--- src/noi_pkg.sv ---
// Shared constants, codes and interface structs for the niche occurrence unit.
// No dependencies; imported by every module of the block.
package noi_pkg;

  localparam int MAX_SPECIES = 64;
  localparam int IDX_W       = $clog2(MAX_SPECIES);
  localparam int CNT_W       = IDX_W + 1;
  localparam int WADDR_W     = 2 * IDX_W;
  // |diff * p| < 2^32, summed over MAX_SPECIES rows, plus sign
  localparam int SCORE_W     = 33 + IDX_W;
  localparam int MAG_W       = SCORE_W - 1;

  localparam int DIV_R_W     = 48;   // remainder / divisor width
  localparam int DIV_L_W     = 32;   // dividend bits shifted in, quotient width
  localparam int DIV_S_W     = 6;

  localparam logic [16:0] ONE_Q16 = 17'd65536;
  localparam logic [31:0] ONE_Q30 = 32'd1073741824;
  // e^-1 in Q30 from the 12-term truncated series
  localparam logic [31:0] E1_Q30  = 32'd395007543;

  localparam logic [1:0] CMD_LOAD_TRAIT  = 2'd0;
  localparam logic [1:0] CMD_LOAD_WEIGHT = 2'd1;
  localparam logic [1:0] CMD_EVAL        = 2'd2;

  localparam logic [1:0] CFG_SPECIES_COUNT = 2'd0;
  localparam logic [1:0] CFG_STRENGTH      = 2'd1;

  typedef struct packed {
    logic               en;
    logic [IDX_W-1:0]   addr;
    logic signed [15:0] opt;
    logic [15:0]        width;
    logic [16:0]        peak;
  } trait_wr_t;

  typedef struct packed {
    logic signed [15:0] opt;
    logic [15:0]        width;
    logic [16:0]        peak;
  } trait_rd_t;

  typedef struct packed {
    logic               en;
    logic [WADDR_W-1:0] addr;
    logic signed [15:0] data;
  } weight_wr_t;

  typedef struct packed {
    logic             en;
    logic [IDX_W-1:0] addr;
    logic [16:0]      data;
  } prob_wr_t;

  typedef struct packed {
    logic               start;
    logic [DIV_R_W-1:0] rem_init;
    logic [DIV_L_W-1:0] low;
    logic [DIV_S_W-1:0] steps;
    logic [DIV_R_W-1:0] divisor;
  } div_req_t;

endpackage

--- src/noi_trait.sv ---
// Species trait store: optimum, niche width and peak, one entry per species.
// Depends on noi_pkg; width and peak read as 1.0 until first written.
module noi_trait (
  input  logic                      clk,
  input  logic                      rst,
  input  noi_pkg::trait_wr_t        wr,
  input  logic [noi_pkg::IDX_W-1:0] raddr,
  output noi_pkg::trait_rd_t        rd
);
  import noi_pkg::*;

  logic signed [15:0] opt_mem   [MAX_SPECIES];
  logic [15:0]        width_mem [MAX_SPECIES];
  logic [16:0]        peak_mem  [MAX_SPECIES];
  logic [MAX_SPECIES-1:0] vld;

  logic signed [15:0] opt_q;
  logic [15:0]        width_q;
  logic [16:0]        peak_q;
  logic               vld_q;

  always_ff @(posedge clk) begin
    if (wr.en) begin
      opt_mem[wr.addr]   <= wr.opt;
      width_mem[wr.addr] <= wr.width;
      peak_mem[wr.addr]  <= wr.peak;
    end
    opt_q   <= opt_mem[raddr];
    width_q <= width_mem[raddr];
    peak_q  <= peak_mem[raddr];
  end

  always_ff @(posedge clk) begin
    if (rst) begin
      vld   <= '0;
      vld_q <= 1'b0;
    end else begin
      if (wr.en) vld[wr.addr] <= 1'b1;
      vld_q <= vld[raddr];
    end
  end

  assign rd.opt   = opt_q;
  assign rd.width = vld_q ? width_q : 16'd256;
  assign rd.peak  = vld_q ? peak_q : ONE_Q16;

endmodule

--- config.mk ---
export PLATFORM = sky130hd
export DESIGN_NAME = noi_trait
export DESIGN_NICKNAME = d
export VERILOG_FILES = /design/src/noi_pkg.sv /design/src/noi_trait.sv
export SDC_FILE = /design/constraint.sdc
export NUM_CORES = 2
export LEC_CHECK = 0
export BUFFER_PORTS_ARGS = -buffer_cell sky130_fd_sc_hd__buf_2
export CAP_MARGIN = 30
export CELL_PAD_IN_SITES_DETAIL_PLACEMENT = 0
export CELL_PAD_IN_SITES_GLOBAL_PLACEMENT = 1
export CORE_UTILIZATION = 39
export DETAILED_ROUTE_END_ITERATION = 10
export PLACE_DENSITY_LB_ADDON = 0.1
export REMOVE_ABC_BUFFERS = 1
export SLEW_MARGIN = 20
export SYNTH_ARGS = -nofsm -noshare
export SYNTH_HDL_FRONTEND = slang
export SYNTH_SLANG_ARGS = --single-unit
--- constraint.sdc ---
create_clock -name clk -period 5.2 [get_ports clk]
set_clock_uncertainty 0.15 [all_clocks]
set_input_delay 0.52 -clock clk [delete_from_list [all_inputs] [get_ports clk]]
set_output_delay 0.52 -clock clk [all_outputs]
set_load 0.03 [all_outputs]
# Word level (Yosys, flattened, before mapping)
# Memory sizes are Yosys's and may differ from the RTL's. A register that Yosys moved wholly into a read port is not among the register bits.
# Cells that the tools add are included.
dict set report classes {
  n_reduce_logical 1
  n_bitwise 1
  muxes 8
  magnitude_cmp 3
}
# operator n
set ops {}
lappend ops {{bitwise OR 64 bit} 1}
lappend ops {{2-to-1 mux 17 bit} 1}
lappend ops {{2-to-1 mux 16 bit} 1}
lappend ops {{< comparator 6 x 7 -> 1 bit (second input constant)} 2}
lappend ops {{binary-select mux 1 bit (select 6 bit)} 1}
lappend ops {{demux 1 bit (select 6 bit)} 1}
lappend ops {{greater-or-equal comparator 6 x 1 -> 1 bit (second input constant)} 1}
lappend ops {{2-to-1 mux 1 bit} 4}
lappend ops {{logical AND 1 bit} 1}
dict set report word_totals {
  n_memories 3
  ff_bits 65
  elab_cells 18
  ram_bits 3136
}
# name depth word_bits read_ports rd_ports_with_merged_regs write_ports line_no
set mem_list {}
lappend mem_list {peak_mem 64 17 1 1 1 noi_trait.sv:14} ;# logic [16:0] peak_mem [MAX_SPECIES];
lappend mem_list {opt_mem 64 16 1 1 1 noi_trait.sv:12} ;# logic signed [15:0] opt_mem [MAX_SPECIES];
lappend mem_list {width_mem 64 16 1 1 1 noi_trait.sv:13} ;# logic [15:0] width_mem [MAX_SPECIES];

# Longest topological paths before layout
dict set report logic_depth {
  depth_word 5
  mapped_depth 10
  mapped_depth_nobuf 4
}

# Worst setup path after synthesis
# Ideal clock, no wire load.
dict set report synth_timing {
  path_kind {in2reg}
  start {input wr[55] (netlist bit)}
  end {memory opt_mem[56][0], enable pin}
  arrival_ns 3.575
  path_buffers 1
  required_ns 4.593
  cell_stages 3
  setup_slack_ns 1.018
  cell_sequence {clkbuf_1 -> or4b_2 -> nor2_1}
}
dict set report synth_via {
  elab_chain_cells 2
}
# item line_no
set synth_lines {}
lappend synth_lines {{from (decl)} noi_trait.sv:6} ;# input noi_pkg::trait_wr_t wr,
lappend synth_lines {{2-to-1 mux 1 bit} noi_trait.sv:23} ;# if (wr.en) begin
lappend synth_lines {{2-to-1 mux 1 bit (not written as such)} noi_trait.sv:24} ;# opt_mem[wr.addr] <= wr.opt;
lappend synth_lines {{to (decl)} noi_trait.sv:12}
# Every way passes these cells.

==> summary.md <==
| Metric | Value |
|---|---|
| Outcome | `finished, violations left` |
| Violated checks | `negative hold slack` |
| Sum Neg Setup Slack | `0 ps` |
| DRC | `0` |
| Endpoints failing setup | `0` |
| Largest area contributor in the netlist | `edfxtp_1` |
| Hold WS | `-7.97 ps` |
| Synth Register Bits | `3250` |
| Fill cells | `26000` |
| Worst EP arrival | `2400 ps` |
| Cell count after synthesis | `5146` |
| Tightest Pin Transition | `1030 ps` |
| Clock Latency Late Sink | `920 ps` |
| Final instance area | `143000 sq um` |
| Initial antenna violation count | `12` |
| Die area | `316000 sq um` |
| Main synth FF type | `edfxtp_1` |
| Clock Path Buffers | `4` |
| Die Wd | `562 microns` |
| Port Buffers | `112` |
| Number of gates resized after cts | `0` |
| VDD IR max | `0.273 mV` |
| RSZ-0062 raised after global routing | `false` |
| Crit path largest cell delay | `710 ps` |
| Post-synth ARST share | `0%` |
| Pleak | `0.0448 uW` |
| EDFF count, synth | `3136` |
| Placed Area | `131000 sq um` |
| Core ar. | `312000 sq um` |
| Area grow syn2layout | `17.1%` |
| Fmax | `0.326 GHz` |
| Minimum clock period | `3070 ps` |
| Max Cap Viol | `0` |
| GRT overflow | `0` |
| CP endpoint kind | `output pin` |
| Share of cells above drive strength 1 | `31.7%` |
| Vias | `58000` |
| Cell-by-cell listing of the critical path | `buf_12 > and2_1 > buf_2` |
| First-pass GRT wire length | `503000 microns` |
| GRT Util Overall | `23.1%` |
| Die height | `562 microns` |
| Synthesized area per cell | `23.8 sq um` |
| CTS Buf Count | `353` |
| Post-DP HPWL | `198000 microns` |
| CTS tree | `yes` |
| Vias per cell | `5.74` |
| Worst EP required | `4530 ps` |
| Count of warnings emitted by yosys | `0` |
| Final WL | `366000 microns` |
| Antenna viol nets, final | `0` |
| Post-synth top cells | `edfxtp_1, mux4_2, nor2_1` |
| Vias in the first global route | `59900` |
| I/O Pins | `113` |
| WS Path Type | `reg -> out` |
| Clock sinks | `3250` |
| Pwr dens | `394 nW/um^2` |
| Yosys cell types | `40` |
| Worst path bufs/invs | `2` |
| Initial core utilization | `39.2%` |
| Max-slew violations | `0` |
| CTS root buf | `clkbuf_16` |
| Most frequent cell after synthesis | `edfxtp_1` |
| Slowest CP cell | `dfxtp_4` |
| Per-cell routed wire length | `36.2 microns` |
| CP startpoint kind | `register` |
| Post-synth top area share | `77.0%` |
| Final hold violations | `2` |
| Rel. slew slack | `31.6%` |
| Rows | `205` |
| Register area share after synthesis | `78.9%` |
| # nets final | `5715` |
| Crit share post-route | `59.1%` |
| HP Class | `in -> reg` |
| Post-CTS setup buffers | `0` |
| Drt pass-1 iters | `8` |
| Ranking of synthesized cells by area | `edfxtp_1, mux4_2, dfxtp_1, nor2_1, a22oi_1` |
| DRT iter0 DRCs | `6343` |
| Clock Pin Slew Worst Setup and Hold Paths | `60 ps` |
| Number of H-tree levels | `5` |
| Largest net degree at the start of global routing | `90` |
| Delay-heaviest family, CP | `flip-flops` |
| Gpl congestion | `0.754` |
| CP max FO | `19` |
| Synth Cell Area | `122000 sq um` |
[stage by stage]
step	worst slack, ps	power (uW)	cells	utilization [%]
floorplan	725	30700	4861	-
global placement	1550	32100	9336	41.7
detailed placement	1500	32200	9358	41.9
CTS	1980	57000	10000	45.6
global route	2020	58000	10100	45.9
finish	2130	56500	10100	45.9
[registers in the layout (all words and copies together) (netlist names)]
signal	cells
opt_q	16
vld_q	1
vld	64
opt_mem	1024
width_q	16
peak_mem	1088
peak_q	17
width_mem	1024
[worst register-to-register path, delay by kind of cell, from the launching register on]
family | cells | cell delay [ps]
AOI/OAI and AO/OA | 2 | 570
and+or+nand+nor | 1 | 530
muxes | 1 | 470
DFF | 1 | 370
[what timing repair did]
action / in CTS / in global routing
setup endpoints to repair: 0 / 0
hold buffers: 8 / 37
endpoints found under the hold margin: 159 / 581
[kinds of logic (layout without fill, tap and decap cells)]
| logic type | after synthesis | after routing | synth area share [%] |
|---|---|---|---|
| other | 0 | 6 | 0 |
| flip-flops | 3250 | 3250 | 78.9 |
| buffers and inverters | 287 | 1090 | 1.08 |
| AO/OA/AOI/OAI | 311 | 311 | 1.73 |
| AND/OR/NAND/NOR | 337 | 337 | 1.30 |
| multiplexers | 961 | 961 | 17.0 |
[path summary, 6_finish.rpt]
path	startpoint	endpoint	slack (ps)	depth (start not counted)
worst max register to register	width_mem[63][9]	width_q[9]	2980	4
worst min register to register	vld[58]	vld[58]	310	2
worst min-delay path	wr[24]	width_mem[54][7]	-8	1
worst max-delay path	vld_q	rd[0]	2130	3
[routing by layer]
metal	global-route usage, %	wire (microns)	vias up
met1	32.8	158000	32600
met2	38.8	182000	1766
met4	5.17	7520	2
li1	-	-	23200
met3	2.23	17500	424
met5	0	13	-
[cell usage in the layout, fill, tap and decap left out, types with 10 or more instances in the layout]
cell type / count
bufinv_16: 26
clkbuf_16: 355
a211o_1: 31
buf_4: 146
clkinv_1: 68
a221oi_1: 19
clkbuf_8: 24
a22oi_1: 83
nand2_1: 33
nor2_1: 133
nor2_4: 66
or4_1: 10
dlygate4sd3_1: 45
o22ai_1: 74
buf_12: 129
dfxtp_1: 113
nand2b_1: 15
edfxtp_1: 3136
clkinv_2: 65
and2_1: 32
mux4_2: 896
buf_16: 12
mux2i_1: 57
buf_2: 99
clkbuf_1: 79
a22o_1: 16
a21oi_1: 77
[area by class of cell]
cell class                      count  area, sq um  share of cell area (%)
Sequential cell                  3250        96500                    67.4
Multi-Input combinational cell   1609        25100                    17.5
Clock buffer                      458         9510                    6.64
Tap cell                         4140         5180                    3.62
Timing Repair Buffer              435         5010                    3.50
Clock inverter                    195         1930                    1.35
Antenna cell                        6         15.0                  0.0105
Inverter                            2         12.5                 0.00874
[power breakdown]
part | switching (uW) | leakage [uW] | total (uW) | internal [uW]
Clock | 10500 | 0.00559 | 24800 | 14300
Combinational | 1570 | 0.0101 | 2630 | 1060
Sequential | 99.7 | 0.0291 | 29000 | 28900
Total | 12200 | 0.0448 | 56500 | 44300
Note: power is estimated with default switching activity, not from simulation.
