### src/noi_pkg.sv
// Shared constants, codes and interface structs for the niche occurrence unit.
// No dependencies; imported by every module of the block.
package noi_pkg;

  localparam int MAX_SPECIES = 64;
  localparam int IDX_W       = $clog2(MAX_SPECIES);
  localparam int CNT_W       = IDX_W + 1;
  localparam int WADDR_W     = 2 * IDX_W;
  // |diff * p| < 2^32, summed over MAX_SPECIES rows, plus sign
  localparam int SCORE_W     = 33 + IDX_W;
  localparam int MAG_W       = SCORE_W - 1;

  localparam int DIV_R_W     = 48;   // remainder / divisor width
  localparam int DIV_L_W     = 32;   // dividend bits shifted in, quotient width
  localparam int DIV_S_W     = 6;

  localparam logic [16:0] ONE_Q16 = 17'd65536;
  localparam logic [31:0] ONE_Q30 = 32'd1073741824;
  // e^-1 in Q30 from the 12-term truncated series
  localparam logic [31:0] E1_Q30  = 32'd395007543;

  localparam logic [1:0] CMD_LOAD_TRAIT  = 2'd0;
  localparam logic [1:0] CMD_LOAD_WEIGHT = 2'd1;
  localparam logic [1:0] CMD_EVAL        = 2'd2;

  localparam logic [1:0] CFG_SPECIES_COUNT = 2'd0;
  localparam logic [1:0] CFG_STRENGTH      = 2'd1;

  typedef struct packed {
    logic               en;
    logic [IDX_W-1:0]   addr;
    logic signed [15:0] opt;
    logic [15:0]        width;
    logic [16:0]        peak;
  } trait_wr_t;

  typedef struct packed {
    logic signed [15:0] opt;
    logic [15:0]        width;
    logic [16:0]        peak;
  } trait_rd_t;

  typedef struct packed {
    logic               en;
    logic [WADDR_W-1:0] addr;
    logic signed [15:0] data;
  } weight_wr_t;

  typedef struct packed {
    logic             en;
    logic [IDX_W-1:0] addr;
    logic [16:0]      data;
  } prob_wr_t;

  typedef struct packed {
    logic               start;
    logic [DIV_R_W-1:0] rem_init;
    logic [DIV_L_W-1:0] low;
    logic [DIV_S_W-1:0] steps;
    logic [DIV_R_W-1:0] divisor;
  } div_req_t;

endpackage

### src/noi_div.sv
// Restoring bit-serial divider, one quotient bit per cycle.
// Depends on noi_pkg for widths and the request struct.
module noi_div (
  input  logic              clk,
  input  logic              rst,
  input  noi_pkg::div_req_t req,
  output logic              done,
  output logic [noi_pkg::DIV_L_W-1:0] quot
);
  import noi_pkg::*;

  logic [DIV_R_W-1:0] rem;
  logic [DIV_R_W-1:0] divisor;
  logic [DIV_L_W-1:0] low;
  logic [DIV_S_W-1:0] cnt;
  logic               running;
  logic [DIV_R_W:0]   trial;
  logic               ge;

  assign trial = {rem, low[DIV_L_W-1]};
  assign ge    = trial >= {1'b0, divisor};

  always_ff @(posedge clk) begin
    if (rst) begin
      running <= 1'b0;
      done    <= 1'b0;
    end else begin
      done <= 1'b0;
      if (req.start) begin
        rem     <= req.rem_init;
        low     <= req.low;
        divisor <= req.divisor;
        cnt     <= req.steps;
        quot    <= '0;
        running <= 1'b1;
      end else if (running) begin
        rem  <= ge ? DIV_R_W'(trial - {1'b0, divisor}) : trial[DIV_R_W-1:0];
        low  <= {low[DIV_L_W-2:0], 1'b0};
        quot <= {quot[DIV_L_W-2:0], ge};
        cnt  <= cnt - 1'b1;
        if (cnt == DIV_S_W'(1)) begin
          running <= 1'b0;
          done    <= 1'b1;
        end
      end
    end
  end

endmodule

### config.mk
export PLATFORM = sky130hd
export DESIGN_NAME = noi_div
export DESIGN_NICKNAME = d
export VERILOG_FILES = /design/src/noi_pkg.sv /design/src/noi_div.sv
export SDC_FILE = /design/constraint.sdc
export NUM_CORES = 1
export LEC_CHECK = 0
export ABC_CLOCK_PERIOD_IN_PS = 9700
export BUFFER_PORTS_ARGS = -buffer_cell sky130_fd_sc_hd__buf_2
export CORE_UTILIZATION = 45
export CTS_BUF_LIST = sky130_fd_sc_hd__clkbuf_16
export DETAILED_ROUTE_END_ITERATION = 6
export GPL_TIMING_DRIVEN = 0
export PLACE_DENSITY = 0.66
export RECOVER_POWER = 25
export SYNTH_ARGS = -nofsm -noshare
export SYNTH_HDL_FRONTEND = slang
export SYNTH_SLANG_ARGS = --single-unit
### constraint.sdc
create_clock -name clk -period 9.7 [get_ports clk]
set_clock_uncertainty 0.15 [all_clocks]
set_input_delay 1.94 -clock clk [delete_from_list [all_inputs] [get_ports clk]]
set_output_delay 1.94 -clock clk [all_outputs]
set_load 0.05 [all_outputs]
=== Yosys cells after proc, flatten, opt, wreduce, memory -nomap -nowiden ===
Index checks and enable logic that the tools add are counted.

* RAM bits: 0
* Register bits: 168
* Memories kept: 0
* Output and inout port bits: 33
* Bits in latches: 0
* ROM bits: 0
* Input port bits: 137
* Logic and storage cells: 29

* Bitwise gates (word level): 2
* Divide/modulo/power cells: 0
* Order comparisons: 1
* Shift-type cells: 0
* Multiply operators: 0
* Add/subtract/negate cells: 2
* Reductions and logical operators: 4
* Equal/unequal tests: 1
* Multiplexer cells: 12

{| class="wikitable"
|+ Operators by type and width
! operator !! count
|-
| 48-bit two-way mux || 3
|-
| 32-bit two-way mux || 3
|-
| 49-bit by 48-bit >= comparator with 1-bit output || 1
|-
| 48-bit subtractor || 1
|-
| 6-bit two-way mux || 2
|-
| 6-bit by 1-bit equality test with 1-bit output, second input constant || 1
|-
| 6-bit by 1-bit subtractor with 6-bit output, second input constant || 1
|-
| 1-bit two-way mux || 4
|-
| 2-bit AND reduction || 2
|-
| 3-bit OR reduction || 1
|-
| 1-bit inverter || 2
|-
| 2-bit nonzero test || 1
|}

=== Depth between registers and ports, before layout ===
Gate-level depths: netlist (run 1).

* Depth after elaboration: 4
* Gate-level depth with buffers: 16
* Mapped depth without buffers: 14

=== Least setup slack after synthesis (run 1) ===
No wires, ideal clock.

* Path type: in2reg
* From: input req[134] in the netlist's numbering
* To: register cnt[0] (enable)
* Stages on the path: 4
* Buffers on the path: 2
* Path slack: 1.436 ns
* Required time: 8.952 ns
* Arrival: 7.517 ns
* Path through: clkbuf_1 -> clkbuf_1 -> nor2_1 -> nor2_1

* Longest elaborated chain between the ends: 2

{| class="wikitable"
|+ Ends and longest elaborated chain
! element !! line !! text
|-
| start: declaration || noi_div.sv:6 || <nowiki>input noi_pkg::div_req_t req,</nowiki>
|-
| 2-bit nonzero test (no source line) || n/a ||
|-
| 2-bit AND reduction (no source line) || n/a ||
|-
| end signal: assignment || noi_div.sv:33 || <nowiki>cnt <= req.steps;</nowiki>
|-
| end signal: assignment || noi_div.sv:40 || <nowiki>cnt <= cnt - 1'b1;</nowiki>
|-
| end: declaration || noi_div.sv:15 || <nowiki>logic [DIV_S_W-1:0] cnt;</nowiki>
|}

Every way passes these cells.
A chain may end at the register's enable or synchronous reset.

=== Final worst setup path (run 1) ===
* From: input req[134] in the netlist's numbering
* To: register rem[28] (enable)

* Longest elaborated chain between the ends: 2

{| class="wikitable"
|+ Ends and longest elaborated chain
! element !! line !! text
|-
| 2-bit nonzero test (no source line) || n/a ||
|-
| 2-bit AND reduction (no source line) || n/a ||
|-
| end signal: assignment || noi_div.sv:30 || <nowiki>rem <= req.rem_init;</nowiki>
|-
| end signal: assignment || noi_div.sv:37 || <nowiki>rem <= ge ? DIV_R_W'(trial - {1'b0, divisor}) : trial[DIV_R_W-1:0];</nowiki>
|-
| end: declaration || noi_div.sv:12 || <nowiki>logic [DIV_R_W-1:0] rem;</nowiki>
|}

Every way passes these cells.

==> results of run 1 <==
## worst paths after layout
path                 start  endpoint  cells after the start
setup reg to reg   low[31]   rem[44]                     14
setup / recovery  req[134]   rem[28]                      6
hold reg to reg    running      done                      1
hold / removal     running      done                      1
## kinds of logic (layout without fill, tap and decap cells)
| family | count (synthesis) | after routing | synth area share |
|---|---|---|---|
| AO/OA/AOI/OAI | 201 | 201 | 0.131 |
| flip-flops | 168 | 168 | 0.520 |
| buffers and inverters | 90 | 295 | 0.0366 |
| other | 0 | 3 | 0 |
| adder cells (fa/ha/maj) | 51 | 51 | 0.0668 |
| AND/OR/NAND/NOR | 217 | 217 | 0.107 |
| multiplexers | 85 | 85 | 0.0953 |
| XOR/XNOR | 48 | 48 | 0.0435 |
## final cells by class
type | instances | area [um^2] | area share
flip-flops and latches | 168 | 5020 | 0.434
repair buffers | 173 | 927 | 0.0800
plain buffers | 31 | 133 | 0.0114
diodes | 3 | 7.51 | 0.000648
clock inverters | 15 | 193 | 0.0166
clock buffers | 17 | 425 | 0.0367
multi-input cells | 602 | 4310 | 0.372
well taps | 275 | 344 | 0.0297
inverters | 59 | 221 | 0.0191
## sequential cells by signal, summed over array words and instances (netlist names)
| signal | flops |
|---|---|
| rem | 48 |
| running | 1 |
| cnt | 6 |
| quot | 32 |
| done | 1 |
| divisor | 48 |
| low | 32 |
## Yosys cell counts, types with 5 or more instances
library cell  number  area (um^2)
nand3_1           12         60.1
xnor2_1           26          228
a211oi_1           5         37.5
inv_1             59          221
nor2b_1           40          250
o21bai_1           5         37.5
mux2i_1           28          280
edfxtp_1         166         4980
a21o_1            24          180
a21oi_1           56          280
nand2_1           87          327
o21a_1             5         37.5
ha_1              50          626
o21ai_0           69          345
and3_1             5         31.3
nand2b_1           7         43.8
a31oi_1            9         56.3
clkbuf_1          24         90.1
nor2_1            35          131
nor3_1             9         45.0
nand4_1            7         43.8
mux2_2            57          642
xor2_1            22          193
## routing by layer
layer | part of all wire | vias to the layer above | global-route usage | wire, um
met5 | 0.00062 | - | 0 | 14
met4 | 0.018 | 2 | 0.0665 | 403
met3 | 0.075 | 32 | 0.0693 | 1690
met2 | 0.46 | 196 | 0.345 | 10500
met1 | 0.44 | 3306 | 0.261 | 10100
li1 | - | 3521 | - | -
## report_power, final
part,internal (mW),switching [mW]
registers,0.873,0.0241
clock network,0.351,0.349
logic,0.242,0.321
total,1.47,0.694
## per-stage QoR
step           area [um^2]  hold WS [ns]  setup TNS [ns]  utilization  setup WS, ns
6_report             11600         0.337               0        0.551          5.52
5_1_grt              11600         0.353               0        0.551          5.30
4_1_cts              11600         0.342               0        0.552          5.55
3_5_place_dp         11000         0.328               0        0.523          5.10
3_3_place_gp         10900         0.319         -168.09        0.516         -1.42
2_1_floorplan         9670         0.310               0            -          1.44
==> impl_results.md, run 1 <==
* Dpl hpwl at 16.7 mm
* Crit-path max FO at 31
* Starting Density at 0.460
* Post-CTS setup repair buffer count at 0
* CTS root buf: clkbuf_16
* Leakage power at 4.79 nW
* Crit path capture type: flop
* Post-synthesis cell type count at 54
* CTS max path bufs at 2
* Hold WC Path Type: reg2reg
* First-pass GRT wire length at 35.5 mm
* CTS Buf Count at 17
* CP peak stage delay at 0.61 ns
* Routability cong. at 0.875
* Crit path time final at 4.18 ns
* Worst-path clk slew at 0.08 ns
* Power, Total at 2.16 mW
* Vias at 7057
* Top_reg_cell synth: edfxtp_1
* WP data arrival at 4.16 ns
* Pre-antenna DRT Iters at 4
* Fin cells at 1343
* Crit start category: input port
* # port buffers at 168
* Layout area overhead at 19.8%
* Max-cap violations at 0
* Antenna-violating nets left at 0
* Share of cells above drive strength 1 at 0.244
* Yosys warning total at 0
* RSZ-0062 raised after global routing: false
* CORE AREA at 21000 um^2
* Die Ht at 149 um
* Fin crit share at 0.431
* Final hold vios at 0
* Synth Area per Inst at 11.2 um^2
* Width of the chip at 149 um
* Worst slew margin at 0.452
* Commonest non-fill, non-tap cell in the layout: edfxtp_1
* CTS sink cnt at 168
* Critical path data required time at 9.67 ns
* Worst path bufs/invs at 4
* Hold-fix buffers at CTS at 0
* Most frequent cells in the layout: edfxtp_1 (166), buf_2 (149), nand2_1 (87)
* Routed WL at 22.6 mm
* Post-synth design cell area at 9670 um^2
* Synth Net Count at 1048
* Vias in the first global route at 7070
* R2R Setup Slk at 5.54 ns
* Post-synthesis async set-or-reset flop share at 0
* Placed Cells incl. Taps at 1308
* Worst Max-Slew Pin Slew at 0.822 ns
* FILL cells at 1857
* Status: finished, final reports clean
* Worst path most repeated cell: clkbuf_1
* Largest net degree at the start of global routing at 36
* Crit-path leading delay family: buffers and inverters
* Die Area at 22100 um^2
* Row count at 53
* DRC Markers at 0
* Final Setup Violations at 0
* Synthesized instance count at 860
* Peak VDD IR at 125 uV
* Pins Over Slew Limit at 0
* # resized after CTS at 0
* Initial DRC count at 455
* Achievable frequency at 239 MHz
* Worst path cell trace: clkbuf_1 > clkbuf_1 > nor2_1 > nor2_4 > buf_16 > buf_12
* Gr ovfl total at 0
* Mean routed wirelength per cell at 16.8 um
* GRT Total Usage at 0.210
* # IOs at 170
* CP max stage cell: clkbuf_1
* Synth Register Bits at 168
* Htree depth at 4
* Fin nets at 1240
* Clock tree from TritonCTS: done
* Via density at 5.25
* Seq/Total Area, Yosys at 0.520
* Power per Cell Area at 187 nW/um^2
* Initial antenna violation count at 6
* Worst skew pair latency at 0.44 ns
* WS Path Type: in2reg
* EDFF count, synth at 166
Power figures use the tool's default switching activity.
==> run 2, diff against run 1 <==
--- a/config.mk
+++ b/config.mk
@@ -5,13 +5,13 @@
 export SDC_FILE = /design/constraint.sdc
 export NUM_CORES = 1
 export LEC_CHECK = 0
-export ABC_CLOCK_PERIOD_IN_PS = 9700
+export ABC_CLOCK_PERIOD_IN_PS = 3400
 export BUFFER_PORTS_ARGS = -buffer_cell sky130_fd_sc_hd__buf_2
 export CORE_UTILIZATION = 45
 export CTS_BUF_LIST = sky130_fd_sc_hd__clkbuf_16
 export DETAILED_ROUTE_END_ITERATION = 6
 export GPL_TIMING_DRIVEN = 0
-export PLACE_DENSITY = 0.66
+export PLACE_DENSITY = 0.69
 export RECOVER_POWER = 25
 export SYNTH_ARGS = -nofsm -noshare
 export SYNTH_HDL_FRONTEND = slang
==> constraint.sdc (replaced) <==
create_clock -name clk -period 3.4 [get_ports clk]
set_clock_uncertainty 0.15 [all_clocks]
set_input_delay 0.68 -clock clk [delete_from_list [all_inputs] [get_ports clk]]
set_output_delay 0.68 -clock clk [all_outputs]
set_load 0.05 [all_outputs]
==> run 2 against run 1 <==
The run now ends with negative setup slack left. Setup slack worse by 5.7 ns. Sequential power rose to 2.9 times the previous value. Flip-flop and latch count unchanged. Non-clock buffer count up 55. Combinational power rose to 3.7 times the previous value. First-iteration DRC count down 16%. Highest routed layer unchanged.
==> impl_results.md, run 2 (synthesis gave the netlist of run 1 again) <==
* Routed WL at 25.1 mm
* Met1 Use GR at 0.263
* Share of cells above drive strength 1 at 0.379
* Pins Over Slew Limit at 0
* Htree depth at 4
* CTS sink cnt at 168
* Power per Cell Area at 523 nW/um^2
* WP data arrival at 3.68 ns
* Met3 Track Usage GR at 0.0733
* Failing checks: negative setup slack
* Worst Max-Slew Pin Slew at 0.932 ns
* Initial DRC count at 382
* Grt met2 use at 0.381
* Width of the chip at 149 um
* CTS root buf: clkbuf_16
* Clock tree from TritonCTS: done
* Max-cap violations at 0
* Busiest grt layer: met2
* Status: finished, violations left
* Mean routed wirelength per cell at 17.9 um
* Setup TNS at -0.999 ns
* Vias at 7561
* Fin crit share at 1.07
* # IOs at 170
* Layout area overhead at 33.0%
* Placed Cells incl. Taps at 1308
* Final worst slack at -0.233 ns
* Starting Density at 0.460
* Crit path time final at 3.63 ns
* CP max stage cell: edfxtp_1
* Crit path capture type: flop
* Achievable frequency at 275 MHz
* Die Area at 22100 um^2
* First-pass GRT wire length at 38.1 mm
* CTS max path bufs at 2
* Die Ht at 149 um
* Worst path cell trace: inv_2 > ha_4 > inv_2 > fa_2 > a211oi_2 > o21bai_2 > o41ai_4 > a21oi_2 > a21o_1 > a2111oi_4 > buf_4 > o31ai_2 > xor2_1 > mux2_4 > mux2_2
* Routability cong. at 0.886
* GRT Total Usage at 0.223
* CP peak stage delay at 0.38 ns
* Most frequent cells in the layout: buf_2 (168), edfxtp_1 (166), nand2_1 (82)
* Crit-path leading delay family: compound AO/OA/AOI/OAI gates
* Crit start category: flop
* Vias in the first global route at 7611
* WHS at 0.261 ns
* CORE AREA at 21000 um^2
* Worst-path clk slew at 0.08 ns
* Initial antenna violation count at 10
* Commonest non-fill, non-tap cell in the layout: buf_2
* Gr ovfl total at 0
* DRC Markers at 0
* Critical path data required time at 3.44 ns
* Final Setup Violations at 10
* Largest net degree at the start of global routing at 32
* CTS Buf Count at 17
* RSZ-0062 raised after global routing: true
* Final hold vios at 0
* Dpl hpwl at 16.8 mm
* Fin nets at 1295
* Via density at 5.40
* Biggest regs: divisor x48, rem x48
* Fin cells at 1400
* WS Path Type: reg2reg
* Worst path bufs/invs at 3
* Peak VDD IR at 374 uV
* Row count at 53
* Worst slew margin at 0.379
* Crit-path max FO at 4
* Worst path most repeated cell: inv_2
* # port buffers at 168
* Pre-antenna DRT Iters at 4
* Antenna-violating nets left at 0
* Leakage power at 5.31 nW
* Hold WC Path Type: in2reg
* Worst skew pair latency at 0.44 ns
==> run 2: cell types whose count changed in the layout (fill, tap and decap cells not counted), moves of 19 or more <==
cell	before	now
buf_4	3	49
ha_1	50	21
clkbuf_1	47	22
ha_4	0	25
buf_2	149	168
o21ai_0	69	50
==> run 2: final timing paths <==
check,start,end,slack (ns),depth (start not counted)
setup / recovery,low[31],rem[44],-0.23,15
hold / removal,req[10],divisor[10],0.26,1
setup reg to reg,low[31],rem[44],-0.23,15
hold reg to reg,running,done,0.35,1
==> run 2: metal layers <==
metal  vias to the layer above  wire length [um]
met5                         -                48
met4                         8               646
met3                        59              2020
met2                       238             12200
met1                      3612             10200
li1                       3644                 -
==> run 2: metrics by stage <==
step	setup slack, ns	area [um^2]	power, mW	utilization
2_1_floorplan	-0.00935	9700	3.80	-
3_3_place_gp	-0.864	10900	4.17	0.518
3_5_place_dp	-0.613	11000	4.21	0.524
4_1_cts	-0.198	12300	6.51	0.586
5_1_grt	-0.333	12900	7.00	0.612
6_report	-0.233	12900	6.73	0.612
==> run 2: timing repair <==
item	in CTS	in global routing
gates cloned	1	1
setup buffers	30	30
endpoints found under the setup margin	48	48
hold endpoints to repair	0	0
pin swaps	21	26
hold buffers	0	0
gates resized for setup	78	82
==> run 2: worst reg2reg max path: stages, from the launching register on <==
cell and delay, ns:
edfxtp_1 0.38, inv_2 0.09, ha_4 0.13, inv_2 0.03
fa_2 0.35, a211oi_2 0.23, o21bai_2 0.12, o41ai_4 0.26
a21oi_2 0.13, a21o_1 0.23, a2111oi_4 0.35, buf_4 0.20
o31ai_2 0.07, xor2_1 0.15, mux2_4 0.26, mux2_2 0.25
==> run 2: power breakdown <==
part	internal [mW]	switching (mW)	leakage, nW
registers	2.49	0.0870	1.60
clock network	1.07	0.986	0.304
logic	1.00	1.09	3.40
==> run 2: area by class of cell <==
class / instances / area, um^2
tap: 275 / 344
multi-input combinational: 602 / 4990
clock buffer: 17 / 425
sequential: 168 / 5020
fill: 1719 / 8160
clock inverter: 15 / 209
timing repair buffer: 231 / 1460
inverter: 59 / 221
antenna: 5 / 12.5
buffer: 28 / 180
==> run 3, diff against run 2 <==
--- a/config.mk
+++ b/config.mk
@@ -11,6 +11,7 @@
 export CTS_BUF_LIST = sky130_fd_sc_hd__clkbuf_16
 export DETAILED_ROUTE_END_ITERATION = 6
 export GPL_TIMING_DRIVEN = 0
+export MAX_ROUTING_LAYER = met4
 export PLACE_DENSITY = 0.69
 export RECOVER_POWER = 25
 export SYNTH_ARGS = -nofsm -noshare
==> run 3 against run 2 <==
The run still ends with negative setup slack left. Setup slack got worse by 0.0018 ns. Via count rose by 0.77%. Critical path depth did not move. Design area barely moved. Hold slack got worse by 0.0021 ns. Total power barely moved. Clock-buffer cell count did not move. Utilization barely moved. Sequential power barely moved. Combinational power barely moved. First-iteration DRC count rose by 4.2%. Largest cell class unchanged. Largest power group unchanged.
==> impl_results.md, run 3 (synthesis gave the netlist of run 1 again) <==
* Status: finished, violations left
* Failing checks: negative setup slack
* Setup TNS at -1.07 ns
* Most frequent cells in the layout: buf_2 (168), edfxtp_1 (166), nand2_1 (82)
* Routed WL at 25.2 mm
* R2R Setup Slk at -0.23 ns
* WS Path Type: reg2reg
* Cell area after layout at 12900 um^2
* CTS sink cnt at 168
* DRC Markers at 0
* Placed Cells incl. Taps at 1308
* Vias at 7619
* Pins Over Slew Limit at 0
* Die Ht at 149 um
* Worst-path clk slew at 0.08 ns
* Antenna-violating nets left at 0
* Crit path capture type: flop
* WHS at 0.259 ns
* Vias in the first global route at 7602
* Pre-antenna DRT Iters at 5
* Fin cells at 1405
* Starting Density at 0.460
* Critical path data required time at 3.45 ns
* Htree depth at 4
* Crit start category: flop
* Worst setup path start: low[31]
* RSZ-0062 raised after global routing: true
* Mean routed wirelength per cell at 17.9 um
* Dpl hpwl at 16.8 mm
* Gate power share at 0.311
* FILL cells at 1718
* Width of the chip at 149 um
* Worst skew pair latency at 0.44 ns
* Final Setup Violations at 9
* Fin crit share at 1.07
* Crit path capture: rem[44]
* Routability cong. at 0.901
* Reg2reg start: low[31]
* CTS root buf: clkbuf_16
* Psw at 2.17 mW
* Peak VDD IR at 377 uV
* # IOs at 170
* # port buffers at 168
* Clock tree from TritonCTS: done
* CTS max path bufs at 2
* Achievable frequency at 275 MHz
* WP data arrival at 3.68 ns
* Final core occ at 0.612
* Largest net degree at the start of global routing at 32
* Commonest non-fill, non-tap cell in the layout: buf_2
* GRT Total Usage at 0.231
* Share of cells above drive strength 1 at 0.379
* Leakage power at 5.31 nW
* Hold-fix buffers at CTS at 0
* Power share of the clock group at 0.306
* Reg2reg end: rem[44]
* Pre-CTS setup slack at -0.613 ns
* First-pass GRT wire length at 38.0 mm
* Via density at 5.42
* Power per Cell Area at 523 nW/um^2
* Die Area at 22100 um^2
* Crit path time final at 3.63 ns
* Net Sw Frac at 0.322
* R2R cell count at 15
* Seq pwr share at 0.383
* Biggest regs: divisor x48, rem x48
* Layout area overhead at 33.1%
* Fin nets at 1295
* Crit-path max FO at 4
* Final hold vios at 0
* Worst Max-Slew Pin Slew at 0.916 ns
* Hold WC Path Type: in2reg
* Gr ovfl total at 0
* CTS Buf Count at 17
* Power, Total at 6.74 mW
* Row count at 53
* CORE AREA at 21000 um^2
* Placed instance area at 11000 um^2
* Initial antenna violation count at 10
* Internal Power at 4.57 mW
* Max-cap violations at 0
* Worst slew margin at 0.388
* Final worst slack at -0.235 ns
* Initial DRC count at 398
## run 3: cell types whose count changed in the layout (fill, tap and decap cells not counted)
cell,before,now
o21ai_2,7,6
diode_2,5,10
o21ai_1,12,13
## run 3: worst max-delay path: stages (launching register included)
cell	delay, ns
edfxtp_1	0.38
inv_2	0.09
ha_4	0.13
inv_2	0.03
fa_2	0.35
a211oi_2	0.23
o21bai_2	0.12
o41ai_4	0.26
a21oi_2	0.13
a21o_1	0.23
a2111oi_4	0.35
buf_4	0.20
o31ai_2	0.07
xor2_1	0.14
mux2_4	0.27
mux2_2	0.25
## run 3: worst min-delay path by stage
stage | start | endpoint | cells past startpoint
after global routing | req[10] | divisor[10] | 1
after floorplan | running | done | 1
after detailed placement | running | done | 1
after CTS | req[10] | divisor[10] | 1
final | req[10] | divisor[10] | 1
after global placement | running | done | 1
## run 3: repair_timing
action                                  CTS  global route
gates cloned                              1             1
setup buffers                            30            30
resized for setup                        78            81
endpoints found under the setup margin   48            48
pin swaps                                21            26
## run 3: final cells by class
| type | count | area (um^2) | share of cell area |
|---|---|---|---|
| plain buffers | 28 | 180 | 0.0140 |
| diodes | 10 | 25.0 | 0.00194 |
| clock inverters | 15 | 209 | 0.0162 |
| repair buffers | 231 | 1460 | 0.114 |
| well taps | 275 | 344 | 0.0267 |
| flip-flops and latches | 168 | 5020 | 0.390 |
| inverters | 59 | 221 | 0.0172 |
| multi-input cells | 602 | 4980 | 0.387 |
| clock buffers | 17 | 425 | 0.0330 |
## run 3: per-layer routing
metal  global-route usage  wire length [um]
met1                0.274             10500
met2                0.379             12300
met3               0.0604              1830
met4               0.0768               564
met5                    -                 0
## run 3: power by group through the flow
stage          Clock [mW]  Combinational, mW  Sequential (mW)
2_1_floorplan           0               1.13             2.67
3_3_place_gp            0               1.56             2.61
3_5_place_dp            0               1.61             2.60
4_1_cts              2.10               1.84             2.57
5_1_grt              2.16               2.25             2.59
6_report             2.06               2.09             2.58
